### src/rtl/sepq_pkg.sv
// sepq_pkg: shared types and constants for the sorted event priority queue
// used by sepq_ctrl, sepq_datapath and sorted_event_priority_queue
`timescale 1ns / 1ps

package sepq_pkg;

    localparam int DEPTH  = 64;
    localparam int CNT_W  = $clog2(DEPTH + 1);
    localparam int TIME_W = 32;
    localparam int TAG_W  = 16;

    typedef enum logic {
        OP_INSERT = 1'b0,
        OP_REMOVE = 1'b1
    } t_op;

    typedef enum logic [1:0] {
        ST_OK    = 2'd0,
        ST_FULL  = 2'd1,
        ST_EMPTY = 2'd2
    } t_status;

    typedef enum logic [1:0] {
        S_IDLE,
        S_EXEC,
        S_DONE
    } t_state;

    // controller to datapath commands
    typedef struct packed {
        logic load;   // capture the incoming transaction
        logic exec;   // apply the captured operation to the store
    } t_cmd;

endpackage

### src/rtl/sepq_ctrl.sv
// sepq_ctrl: handshake and sequencing state machine of the queue
// depends on sepq_pkg
`timescale 1ns / 1ps

module sepq_ctrl (
    input  logic              i_clk,
    input  logic              i_rst_n,
    input  logic              i_s_tvalid,
    output logic              o_s_tready,
    output logic              o_m_tvalid,
    input  logic              i_m_tready,
    output sepq_pkg::t_cmd    o_cmd
);

    sepq_pkg::t_state r_state;
    sepq_pkg::t_state n_state;

    always_ff @(posedge i_clk) begin
        if (!i_rst_n) begin
            r_state <= sepq_pkg::S_IDLE;
        end else begin
            r_state <= n_state;
        end
    end

    always_comb begin
        n_state = r_state;
        unique case (r_state)
            sepq_pkg::S_IDLE: begin
                if (i_s_tvalid) n_state = sepq_pkg::S_EXEC;
            end
            sepq_pkg::S_EXEC: begin
                n_state = sepq_pkg::S_DONE;
            end
            sepq_pkg::S_DONE: begin
                // result taken; the next transaction may be accepted in the same cycle
                if (i_m_tready) begin
                    n_state = i_s_tvalid ? sepq_pkg::S_EXEC : sepq_pkg::S_IDLE;
                end
            end
            default: n_state = sepq_pkg::S_IDLE;
        endcase
    end

    always_comb begin
        o_s_tready = 1'b0;
        o_m_tvalid = 1'b0;
        o_cmd      = '0;
        unique case (r_state)
            sepq_pkg::S_IDLE: begin
                o_s_tready = 1'b1;
            end
            sepq_pkg::S_EXEC: begin
                o_cmd.exec = 1'b1;
            end
            sepq_pkg::S_DONE: begin
                o_m_tvalid = 1'b1;
                o_s_tready = i_m_tready;
            end
            default: begin
                o_s_tready = 1'b0;
            end
        endcase
        o_cmd.load = i_s_tvalid && o_s_tready;
    end

endmodule

### config.mk
export PLATFORM = sky130hd
export DESIGN_NAME = sepq_ctrl
export DESIGN_NICKNAME = d
export VERILOG_FILES = /design/src/rtl/sepq_pkg.sv /design/src/rtl/sepq_ctrl.sv
export SDC_FILE = /design/constraint.sdc
export NUM_CORES = 1
export LEC_CHECK = 0
export ABC_AREA = 0
export BUFFER_PORTS_ARGS = -buffer_cell sky130_fd_sc_hd__buf_2
export CAP_MARGIN = 25
export CORE_AREA = 2 2 39 41
export DETAILED_ROUTE_END_ITERATION = 10
export DIE_AREA = 0 0 41 43
export GPL_TIMING_DRIVEN = 0
export MAX_ROUTING_LAYER = met4
export SLEW_MARGIN = 10
export SYNTH_ARGS = -nofsm -noshare
export SYNTH_HDL_FRONTEND = slang
export SYNTH_SLANG_ARGS = --single-unit
### constraint.sdc
create_clock -name i_clk -period 2.1 [get_ports i_clk]
set_input_delay 0.315 -clock i_clk [delete_from_list [all_inputs] [get_ports i_clk]]
set_output_delay 0.315 -clock i_clk [all_outputs]
set_load 0.02 [all_outputs]
## After elaboration in Yosys (flattened, before gate mapping)

Index checks and enable logic that the tools add are counted.

- Equal/unequal tests: 4
- Mux-type cells: 7
- Reductions and logical operators: 3

Operators with widths:

| operator | number |
|---|---|
| $pmux W2 S3 | 1 |
| $mux W2 | 2 |
| $ne A2 B2 Y1 const B | 2 |
| $mux W1 | 3 |
| $eq A2 B1 Y1 const B | 1 |
| $eq A2 B2 Y1 const B | 1 |
| $logic_not A2 Y1 | 1 |
| $pmux W1 S2 | 1 |
| $reduce_and A2 Y1 | 1 |
| $logic_and A1 B1 Y1 | 1 |

- Register bits: 2
- Input bits: 4

## Logic depth before layout (Yosys ltp)

- Depth in word-level cells: 3
- Mapped depth: 2

## Worst setup path before layout

No wires, ideal clock.

- Kind: register to output
- Start point: register r_state[1]
- End point: output o_cmd[1] (netlist name)
- Data arrival time: 0.947 ns
- Required time: 1.785 ns
- Setup slack: 0.838 ns
- Cell stages (with the launch flop): 3
- Path buffers: 0
- Path through: dfxtp_1 > nor2b_4 > nor3b_1

RTL lines:

| element | RTL line | RTL |
|---|---|---|
| start, declared | sepq_ctrl.sv:15 | `sepq_pkg::t_state r_state;` |
| start signal, assigned | sepq_ctrl.sv:20 | `r_state <= sepq_pkg::S_IDLE;` |
| start signal, assigned | sepq_ctrl.sv:22 | `r_state <= n_state;` |
| end, declared | sepq_ctrl.sv:12 | `output sepq_pkg::t_cmd o_cmd` |

==> impl_metrics.py <==
metrics = {
    "outcome": {
        "outcome": "finished, final reports clean",
    },
    "synth": {
        "synthDistinctLibCells": 9,
        "synth.avg_cell_area_um2": 10.7,
        "synthesis.nets": 15,
        "synthesized_flop_and_latch_total": 2,
        "seq_area_frac_synth": 0.340,
        "synth_area_um2": 118,
        "syn-instance-count": 11,
        "synth-warning-count": 0,
    },
    "floorplan": {
        "ios": 8,
        "die_h_um": 43,
        "chipWidth_um": 41,
        "initial_utilization": 0.0850,
        "core.rowCount": 14,
        "fp.coreArea_mm2": 0.00138,
        "design.die.area_mm2": 0.00176,
    },
    "timing": {
        "worst_relative_slew_slack": 0.856,
        "setup_total_negative_slack_ps": 0,
        "max_slew.worst_pin.slew_ps": 216,
        "fmax_mhz": 720,
        "fin_worst_skew_ps": 5.54,
        "final-max-slew-violation-count": 0,
        "rsz0062_at_grt": "false",
        "final.period_utilization": 0.661,
        "fin_hold_ws_ps": 310,
        "finalWorstPathRequiredPeriod_ps": 1390,
        "timing.final.hold_violations": 0,
        "final-setup-viol-count": 0,
    },
    "cts": {
        "root_buffer": "sky130_fd_sc_hd__clkbuf_4",
        "tritoncts": "yes",
        "cts_max_path_buffers": 2,
        "numCtsBuffers": 3,
        "clock_latency_of_the_later_clocked_register_in_the_worst_skew_pair_ps": 230,
        "cts_hold_buffers": 0,
        "htree_num_levels": 1,
        "cts_sinks": 2,
        "cts_setup_buffers": 0,
        "cts.clk_slew.worst_paths_ps": 30,
        "quantity_of_gates_resized_following_cts": 0,
    },
    "grt": {
        "wire_length_of_the_first_global_routing_pass_um": 427,
        "via_count_of_the_first_global_routing_pass": 93,
        "grt.overflow.total": 0,
        "gr-usage-all-layers": 0.0554,
        "grt_start_max_net_pins": 7,
        "initial_antenna_violation_count": 0,
    },
    "route": {
        "viasPerCell": 2.84,
        "vias": 105,
        "routed_wirelength_um": 273,
        "detailedRoute.firstPassIterationCount": 1,
        "detail_route.drc_violations": 0,
        "route.antenna.remaining_nets": 0,
        "detail_route.wl_per_cell_um": 7.38,
        "dr.first_iter.drc_count": 0,
    },
    "final_layout": {
        "antenna_cells": 0,
        "largest_reg_flops": 2,
        "number_of_nets_in_the_finished_design": 27,
        "most-common-layout-cells": "7 x sky130_fd_sc_hd__buf_2, 3 x sky130_fd_sc_hd__clkbuf_4, 2 x sky130_fd_sc_hd__nor3b_1, 2 x sky130_fd_sc_hd__dfxtp_1",
        "n_fill_cell": 153,
        "combined_area_of_the_multi_input_logic_cells_um2": 70.1,
        "top_register": "r_state",
        "areaGrowthSynthToFinish_pct": 66.0,
        "drive_gt1_frac": 0.619,
        "final-seq-area_um2": 40.0,
        "layout_commonest_cell": "sky130_fd_sc_hd__buf_2",
        "instances_no_fill": 37,
        "largestRegisters": "r_state x2",
    },
    "min_path": {
        "holdCritStartpoint": "i_rst_n",
        "min-delay-path-class": "input port to flop",
        "hold_end": "r_state[1]$_SDFFE_PN0P_",
        "worstHoldPathCells": 2,
    },
    "power": {
        "ir_drop_v": 0.000407,
        "design_power_total_uw": 157,
        "pwr_cell_area_mw_per_mm2": 803,
        "leak_pwr_nw": 0.0886,
    },
    "setup_path": {
        "r2r_end": "r_state[1]$_SDFFE_PN0P_",
        "critPathLaunchType": "flop",
        "setup.reg_to_reg.worst_slack_ps": 1270,
        "worstPathArrival_ps": 1070,
        "critical_path_required_ps": 1780,
        "worstPathMaxFanout": 6,
        "critical_path.endpoint_type": "output port",
        "timing.reg2reg.worst_path_depth": 2,
        "critical_path_class": "flop to output port",
        "r2r-start": "r_state[0]$_SDFFE_PN0P_",
    },
    "flow_run": {
        "max-cap-violations": 0,
    },
    "placement": {
        "place_congestion": 0.608,
        "dpl.cell_count": 34,
        "placement.io_buffers": 7,
    },
}
## area by class of cell
cell class,count,area share
multi-input cells,8,0.359
repair buffers,7,0.179
plain buffers,1,0.0385
flip-flops and latches,2,0.205
clock buffers,3,0.115
well taps,16,0.103
## kinds of logic after synthesis
| kind of cell | count (synthesis) | synth area share |
|---|---|---|
| AOI/OAI and AO/OA | 1 | 0.0639 |
| DFF | 2 | 0.340 |
| and+or+nand+nor | 7 | 0.532 |
| buffers and inverters | 1 | 0.0639 |
## metrics by stage
stage | setup slack (ps) | area, µm² | util
after floorplan | 838 | 118 | -
after global placement | 969 | 173 | 0.125
after detailed placement | 950 | 173 | 0.125
after CTS | 702 | 195 | 0.141
after global routing | 632 | 195 | 0.141
final | 712 | 195 | 0.141
## synthesized netlist by cell type
cell type | n | area (µm²)
sky130_fd_sc_hd__dfxtp_1 | 2 | 40.0
sky130_fd_sc_hd__nor3b_1 | 2 | 15.0
sky130_fd_sc_hd__and2b_1 | 1 | 7.51
sky130_fd_sc_hd__buf_4 | 1 | 7.51
sky130_fd_sc_hd__nor2_1 | 1 | 3.75
sky130_fd_sc_hd__nor2b_1 | 1 | 6.26
sky130_fd_sc_hd__nor2b_4 | 1 | 13.8
sky130_fd_sc_hd__nor4bb_2 | 1 | 16.3
sky130_fd_sc_hd__o21a_1 | 1 | 7.51
## worst max-delay path, cell delays in order (launching register included)
cell,delay (ps)
sky130_fd_sc_hd__dfxtp_1,420
sky130_fd_sc_hd__and2b_1,180
sky130_fd_sc_hd__buf_4,100
sky130_fd_sc_hd__buf_2,140
## report_power, final
part           total, mW  internal [mW]  switching (mW)
Sequential        0.0433         0.0406         0.00270
Combinational     0.0263         0.0132          0.0131
Clock             0.0872         0.0632          0.0240
## metal layers
| layer | up-vias | wire [µm] | global-route usage |
|---|---|---|---|
| met4 | 0 | 0 | 0.0800 |
| met5 | - | 0 | - |
| met2 | 9 | 89 | 0.0313 |
| li1 | 57 | - | - |
| met3 | 0 | 53 | 0.0942 |
| met1 | 39 | 130 | 0.0447 |
## how the worst max path moves through the flow
stage / start / endpoint / slack [ps] / depth (start not counted)
4_1_cts: r_state[0]$_SDFFE_PN0P_ / o_cmd[0] / 700 / 3
5_1_grt: r_state[0]$_SDFFE_PN0P_ / o_cmd[0] / 630 / 3
2_1_floorplan: r_state[1]$_SDFFE_PN0P_ / o_cmd[1] / 840 / 2
6_report: r_state[0]$_SDFFE_PN0P_ / o_cmd[0] / 710 / 3
3_5_place_dp: r_state[0]$_SDFFE_PN0P_ / o_cmd[0] / 950 / 3
3_3_place_gp: r_state[0]$_SDFFE_PN0P_ / o_cmd[0] / 970 / 3
No activity file was read; power rests on OpenSTA's default activity.
